$ cat src/hw/rtl/efm_pkg.sv
`default_nettype none
package efm_pkg;

    localparam int MAX_DEGREE = 8;
    localparam int COEFF_BITS = 8;
    localparam int DEG_BITS = 4;
    localparam int LANE_BITS = 3;
    // Widest unreduced lane sum is q-1 + 2(q-1)^2, below 2^17 for 8-bit q.
    localparam int SUM_BITS = 17;
    localparam int RECIP_SHIFT = 17;
    localparam int DIV_STEPS = RECIP_SHIFT + 1;
    localparam int CNT_BITS = 5;
    localparam int CELL_LATENCY = 3;

    localparam logic [COEFF_BITS-1:0] PRIME_RESET = COEFF_BITS'(3);
    localparam logic [DEG_BITS-1:0] DEGREE_RESET = DEG_BITS'(4);
    localparam logic [63:0] MODULUS_RESET = 64'd33554434;
    localparam logic [SUM_BITS-1:0] RECIP_RESET = SUM_BITS'((1 << RECIP_SHIFT) / 3);

    typedef logic [MAX_DEGREE-1:0][COEFF_BITS-1:0] coeff_vec_t;

    typedef struct packed {
        logic valid;
        logic zero;
        logic [DEG_BITS-1:0] deg;
    } item_ctl_t;

    typedef enum logic [1:0] {
        REG_PRIME   = 2'd0,
        REG_DEGREE  = 2'd1,
        REG_MODULUS = 2'd2,
        REG_NONE    = 2'd3
    } cfg_reg_t;

endpackage
`default_nettype wire

$ cat src/hw/rtl/efm_modq.sv
`default_nettype none
// Two-stage Barrett reduction of a lane value modulo q.
module efm_modq (
    input  wire logic                            clk,
    input  wire logic                            en,
    input  wire logic [efm_pkg::SUM_BITS-1:0]    x,
    input  wire logic [efm_pkg::SUM_BITS-1:0]    recip,
    input  wire logic [efm_pkg::COEFF_BITS-1:0]  q,
    output logic      [efm_pkg::COEFF_BITS-1:0]  y
);

    logic [2*efm_pkg::SUM_BITS-1:0] prod_reg;
    logic [efm_pkg::SUM_BITS-1:0]   x_reg;
    logic [efm_pkg::COEFF_BITS-1:0] y_reg;
    logic [efm_pkg::COEFF_BITS-1:0] y_next;
    logic [efm_pkg::SUM_BITS-1:0]   est;
    logic [efm_pkg::SUM_BITS+efm_pkg::COEFF_BITS-1:0] eq;
    logic [efm_pkg::SUM_BITS-1:0]   rem;
    logic [efm_pkg::SUM_BITS-1:0]   q_ext;

    always_comb
    begin
        est = prod_reg[2*efm_pkg::SUM_BITS-1:efm_pkg::RECIP_SHIFT];
        eq = est * q;
        q_ext = {{(efm_pkg::SUM_BITS-efm_pkg::COEFF_BITS){1'b0}}, q};
        // The quotient estimate is low by at most one, so one subtract corrects it.
        rem = x_reg - eq[efm_pkg::SUM_BITS-1:0];
        if (rem >= q_ext)
        begin
            rem = rem - q_ext;
        end
        y_next = rem[efm_pkg::COEFF_BITS-1:0];
    end

    always_ff @(posedge clk)
    begin
        if (en)
        begin
            prod_reg <= x * recip;
            x_reg <= x;
            y_reg <= y_next;
        end
    end

    assign y = y_reg;

endmodule
`default_nettype wire

$ cat config.mk
export PLATFORM = sky130hd
export DESIGN_NAME = efm_modq
export DESIGN_NICKNAME = d
export VERILOG_FILES = /design/src/hw/rtl/efm_pkg.sv /design/src/hw/rtl/efm_modq.sv
export SDC_FILE = /design/constraint.sdc
export NUM_CORES = 1
export LEC_CHECK = 0
export BUFFER_PORTS_ARGS = -buffer_cell sky130_fd_sc_hd__buf_2
export CORE_MARGIN = 2
export CORE_UTILIZATION = 60
export CTS_CLUSTER_DIAMETER = 150
export DETAILED_ROUTE_END_ITERATION = 12
export GPL_ROUTABILITY_DRIVEN = 0
export HOLD_SLACK_MARGIN = 0.15
export PLACE_DENSITY = 0.86
export SKIP_CTS_REPAIR_TIMING = 1
export SYNTH_ARGS = -nofsm -noshare
export SYNTH_HDL_FRONTEND = slang
export SYNTH_SLANG_ARGS = --single-unit
$ cat constraint.sdc
create_clock -name clk -period 18.6 [get_ports clk]
set_input_delay 1.86 -clock clk [delete_from_list [all_inputs] [get_ports clk]]
set_output_delay 1.86 -clock clk [all_outputs]
set_load 0.01 [all_outputs]
==> summary.md <==
| Metric | Value |
|---|---|
| Worst Setup End Kind | flip-flop |
| Largest net degree at the start of global routing | 43 |
| Worst-Margin Slew | between 900 and 1000 ps |
| Register area | between 0.001 and 0.0015 sq mm |
| HP Class | reg -> reg |
| Worst-path maximum fanout | 18 |
| NumNets Final | 2,050 |
| Slew Limit Fails | 0 |
| Slew HR | 0.3592 |
| Yosys reg bits | 42 |
| Fill cells | approximately 1,800 |
| Initial antenna violation count | 0 |
| Placement Setup Slack | about 11,000 ps |
| Cell count after synthesis | approximately 1,500 |
| Design Area, Final | ~0.015 sq mm |
| PortBufs | a little over 50 |
| H-tree Lvls | 2 |
| Top_reg_cell synth | edfxtp_1 |
| Final setup TNS | 0 ps |
| Sequential area share after synthesis | 0.08787 |
| DRC | 0 |
| Max-Cap Viols | 0 |
| Drt initial violations | 686 |
| Period minus WS final | roughly 7700 ps |
| Post-synth EDFFs | 42 |
| Hold Vio Cnt, Final | 0 |
| Post-DP HPWL | about 26,000 microns |
| CTS sink count | 42 |
| Overall Global Routing Usage | 0.2802 |
| Vias in the first global route | about 12,000 |
| Total clock buffers created by CTS | 5 |
| Multi-input logic area | about 0.011 sq mm |
| Clock tree buffer depth | 2 |
| Syn_nets | 2,035 |
| Critical Path Start Type | input port |
| Clock skew | between 4 and 5 ps |
| Final wirelength | 32,000 microns |
| Drt via density | around 5.5 |
| # IOs | between 50 and 60 |
| DIE AREA | between 0.02 and 0.03 sq mm |
| Status | completed |
| ANT nets after route | 0 |
| Final WS setup | about 11,000 ps |
| Synth cell types | 54 |
| Core footprint | 0.02347 sq mm |
| Post-route clock period utilization | 0.4127 |
| Fmax | 130.3 MHz |
| Global-route wire length before repair | ~55,000 microns |
| CTS tree | yes |
| CP arrival | 7720 ps |
| Detailed Routing Iterations Pass 1 | 5 |
| Setup violations, final | 0 |
| YS warnings | 0 |
| Placed cell area | about 0.015 sq mm |
| Mapped cell area | 0.01435 sq mm |
| Vias | about 10,000 |
| RSZ-0062 raised after global routing | no |
| R2R cell count | 17 |
| WP data required | ~19,000 ps |
| Cell Rows | 56 |
| Ys async rst share | 0 |
| Wire per inst | ~17 microns |
| CTS root buffer | clkbuf_16 |
| Number of diodes | 0 |
| Worst-Skew Late Latency | 300 ps |
| Reg clk slew, reported paths | 70 ps |
| Initial core utilization | 0.6115 |
| Min-Delay Path Depth | 2 |
| HP Start | x_reg[3] |
| Area Overhead vs Synth | 4.463% |
| Layout cell share with drive strength beyond 1 | 0.05128 |
| Worst setup startpoint | x[10] |
| DIE WIDTH | between 150 and 200 microns |
| Die Span Y | about 160 microns |
| Reg2reg start | prod_reg[22] |
| Syn_area_per_cell | just over 9 sq um |
| Kind of critical path | in -> reg |
| Overflow after GRT | 0 |
## layout make-up
type / instances / share of cell area
Clock inverter: 3 / 0.001586
Inverter: 393 / 0.09839
Multi-Input combinational cell: 1066 / 0.7639
Tap cell: 319 / 0.02662
Timing Repair Buffer: 51 / 0.01702
Clock buffer: 5 / 0.008345
Sequential cell: 42 / 0.08412
## per-layer routing
layer | global-route usage | vias up | share of wire
met5 | 0 | - | 0
met4 | 0.09309 | 0 | 0.029
met3 | 0.05063 | 96 | 0.082
met2 | 0.4952 | 488 | 0.50
met1 | 0.3481 | 5219 | 0.39
li1 | - | 4608 | -
## worst paths after layout
kind	endpoint	slack [ps]
setup / recovery	prod_reg[32]	10920
hold / removal	y[0]	950
setup reg to reg	y[1]	12950
hold reg to reg	y[0]	950
## through the flow
step                      cells  utilization  hold slack, ps
final                      1879       0.6388           953.8
after global routing       1879       0.6388            1031
after CTS                  1879       0.6388           946.6
after detailed placement   1871       0.6324           932.6
after global placement     1871       0.6324           893.8
after floorplan            1544            -           826.2
## critical path: stages
cell	delay (ps)
buf_2	380
nand2_1	180
fa_1	540
fa_1	460
fa_1	540
inv_1	60
fa_1	460
fa_1	520
inv_1	50
fa_1	470
inv_1	40
ha_1	300
nand3_1	90
a2111oi_0	540
o31a_1	300
a311o_1	270
nand3_1	120
a31o_2	280
o21bai_1	150
xor2_1	90
## kinds of logic (layout without fill, tap and decap cells)
group | count (synthesis) | after routing | synth area share
muxes | 8 | 8 | 0.008020
adders and majority gates | 447 | 447 | 0.5476
buffers and inverters | 436 | 452 | 0.1141
and+or+nand+nor | 466 | 466 | 0.1658
xor gates and xnor gates | 51 | 51 | 0.03165
DFF | 42 | 42 | 0.08787
AOI/OAI and AO/OA | 94 | 94 | 0.04490
## Yosys cell counts (5+ instances only)
| cell type | count | share of area |
|---|---|---|
| ha_1 | 145 | 0.13 |
| nand2_1 | 199 | 0.052 |
| nor3_1 | 7 | 0.0024 |
| and2_1 | 205 | 0.089 |
| nand3_1 | 8 | 0.0028 |
| a21o_1 | 11 | 0.0058 |
| clkbuf_1 | 42 | 0.011 |
| o21a_1 | 7 | 0.0037 |
| fa_1 | 302 | 0.42 |
| mux2_4 | 7 | 0.0073 |
| a31oi_1 | 5 | 0.0022 |
| a21oi_1 | 26 | 0.0091 |
| edfxtp_1 | 42 | 0.088 |
| inv_1 | 393 | 0.10 |
| o21ai_0 | 11 | 0.0038 |
| xor2_1 | 16 | 0.0098 |
| nor2_1 | 23 | 0.0060 |
| xnor2_1 | 34 | 0.021 |
| o211ai_1 | 6 | 0.0031 |
## placed cells by master, fill, tap and decap left out, types with 2 or more instances in the layout
cell type	synthesis	final
edfxtp_1	42	42
o21ai_1	2	2
o211ai_1	6	6
nand4_1	3	3
xnor2_1	34	34
clkinvlp_4	0	2
clkbuf_16	0	5
mux2_4	7	7
nor3_1	7	7
o21bai_1	3	3
or3_1	3	3
inv_1	393	393
nor2_1	23	23
o21ai_0	11	11
a31o_2	2	2
o21a_1	7	7
o211a_1	2	2
nand2_1	199	199
a21oi_1	26	26
fa_1	302	302
a211oi_1	3	3
a211o_1	3	3
ha_1	145	145
a31oi_1	5	5
buf_2	1	51
a21o_1	11	11
nand3_1	8	8
nand2b_1	3	3
nor2b_1	3	3
and2_1	205	205
or2_2	3	3
and3_1	2	2
xor2_1	16	16
Power is not shown: default switching activity piles up to over one toggle a cycle in this logic, so the estimate is an artifact.
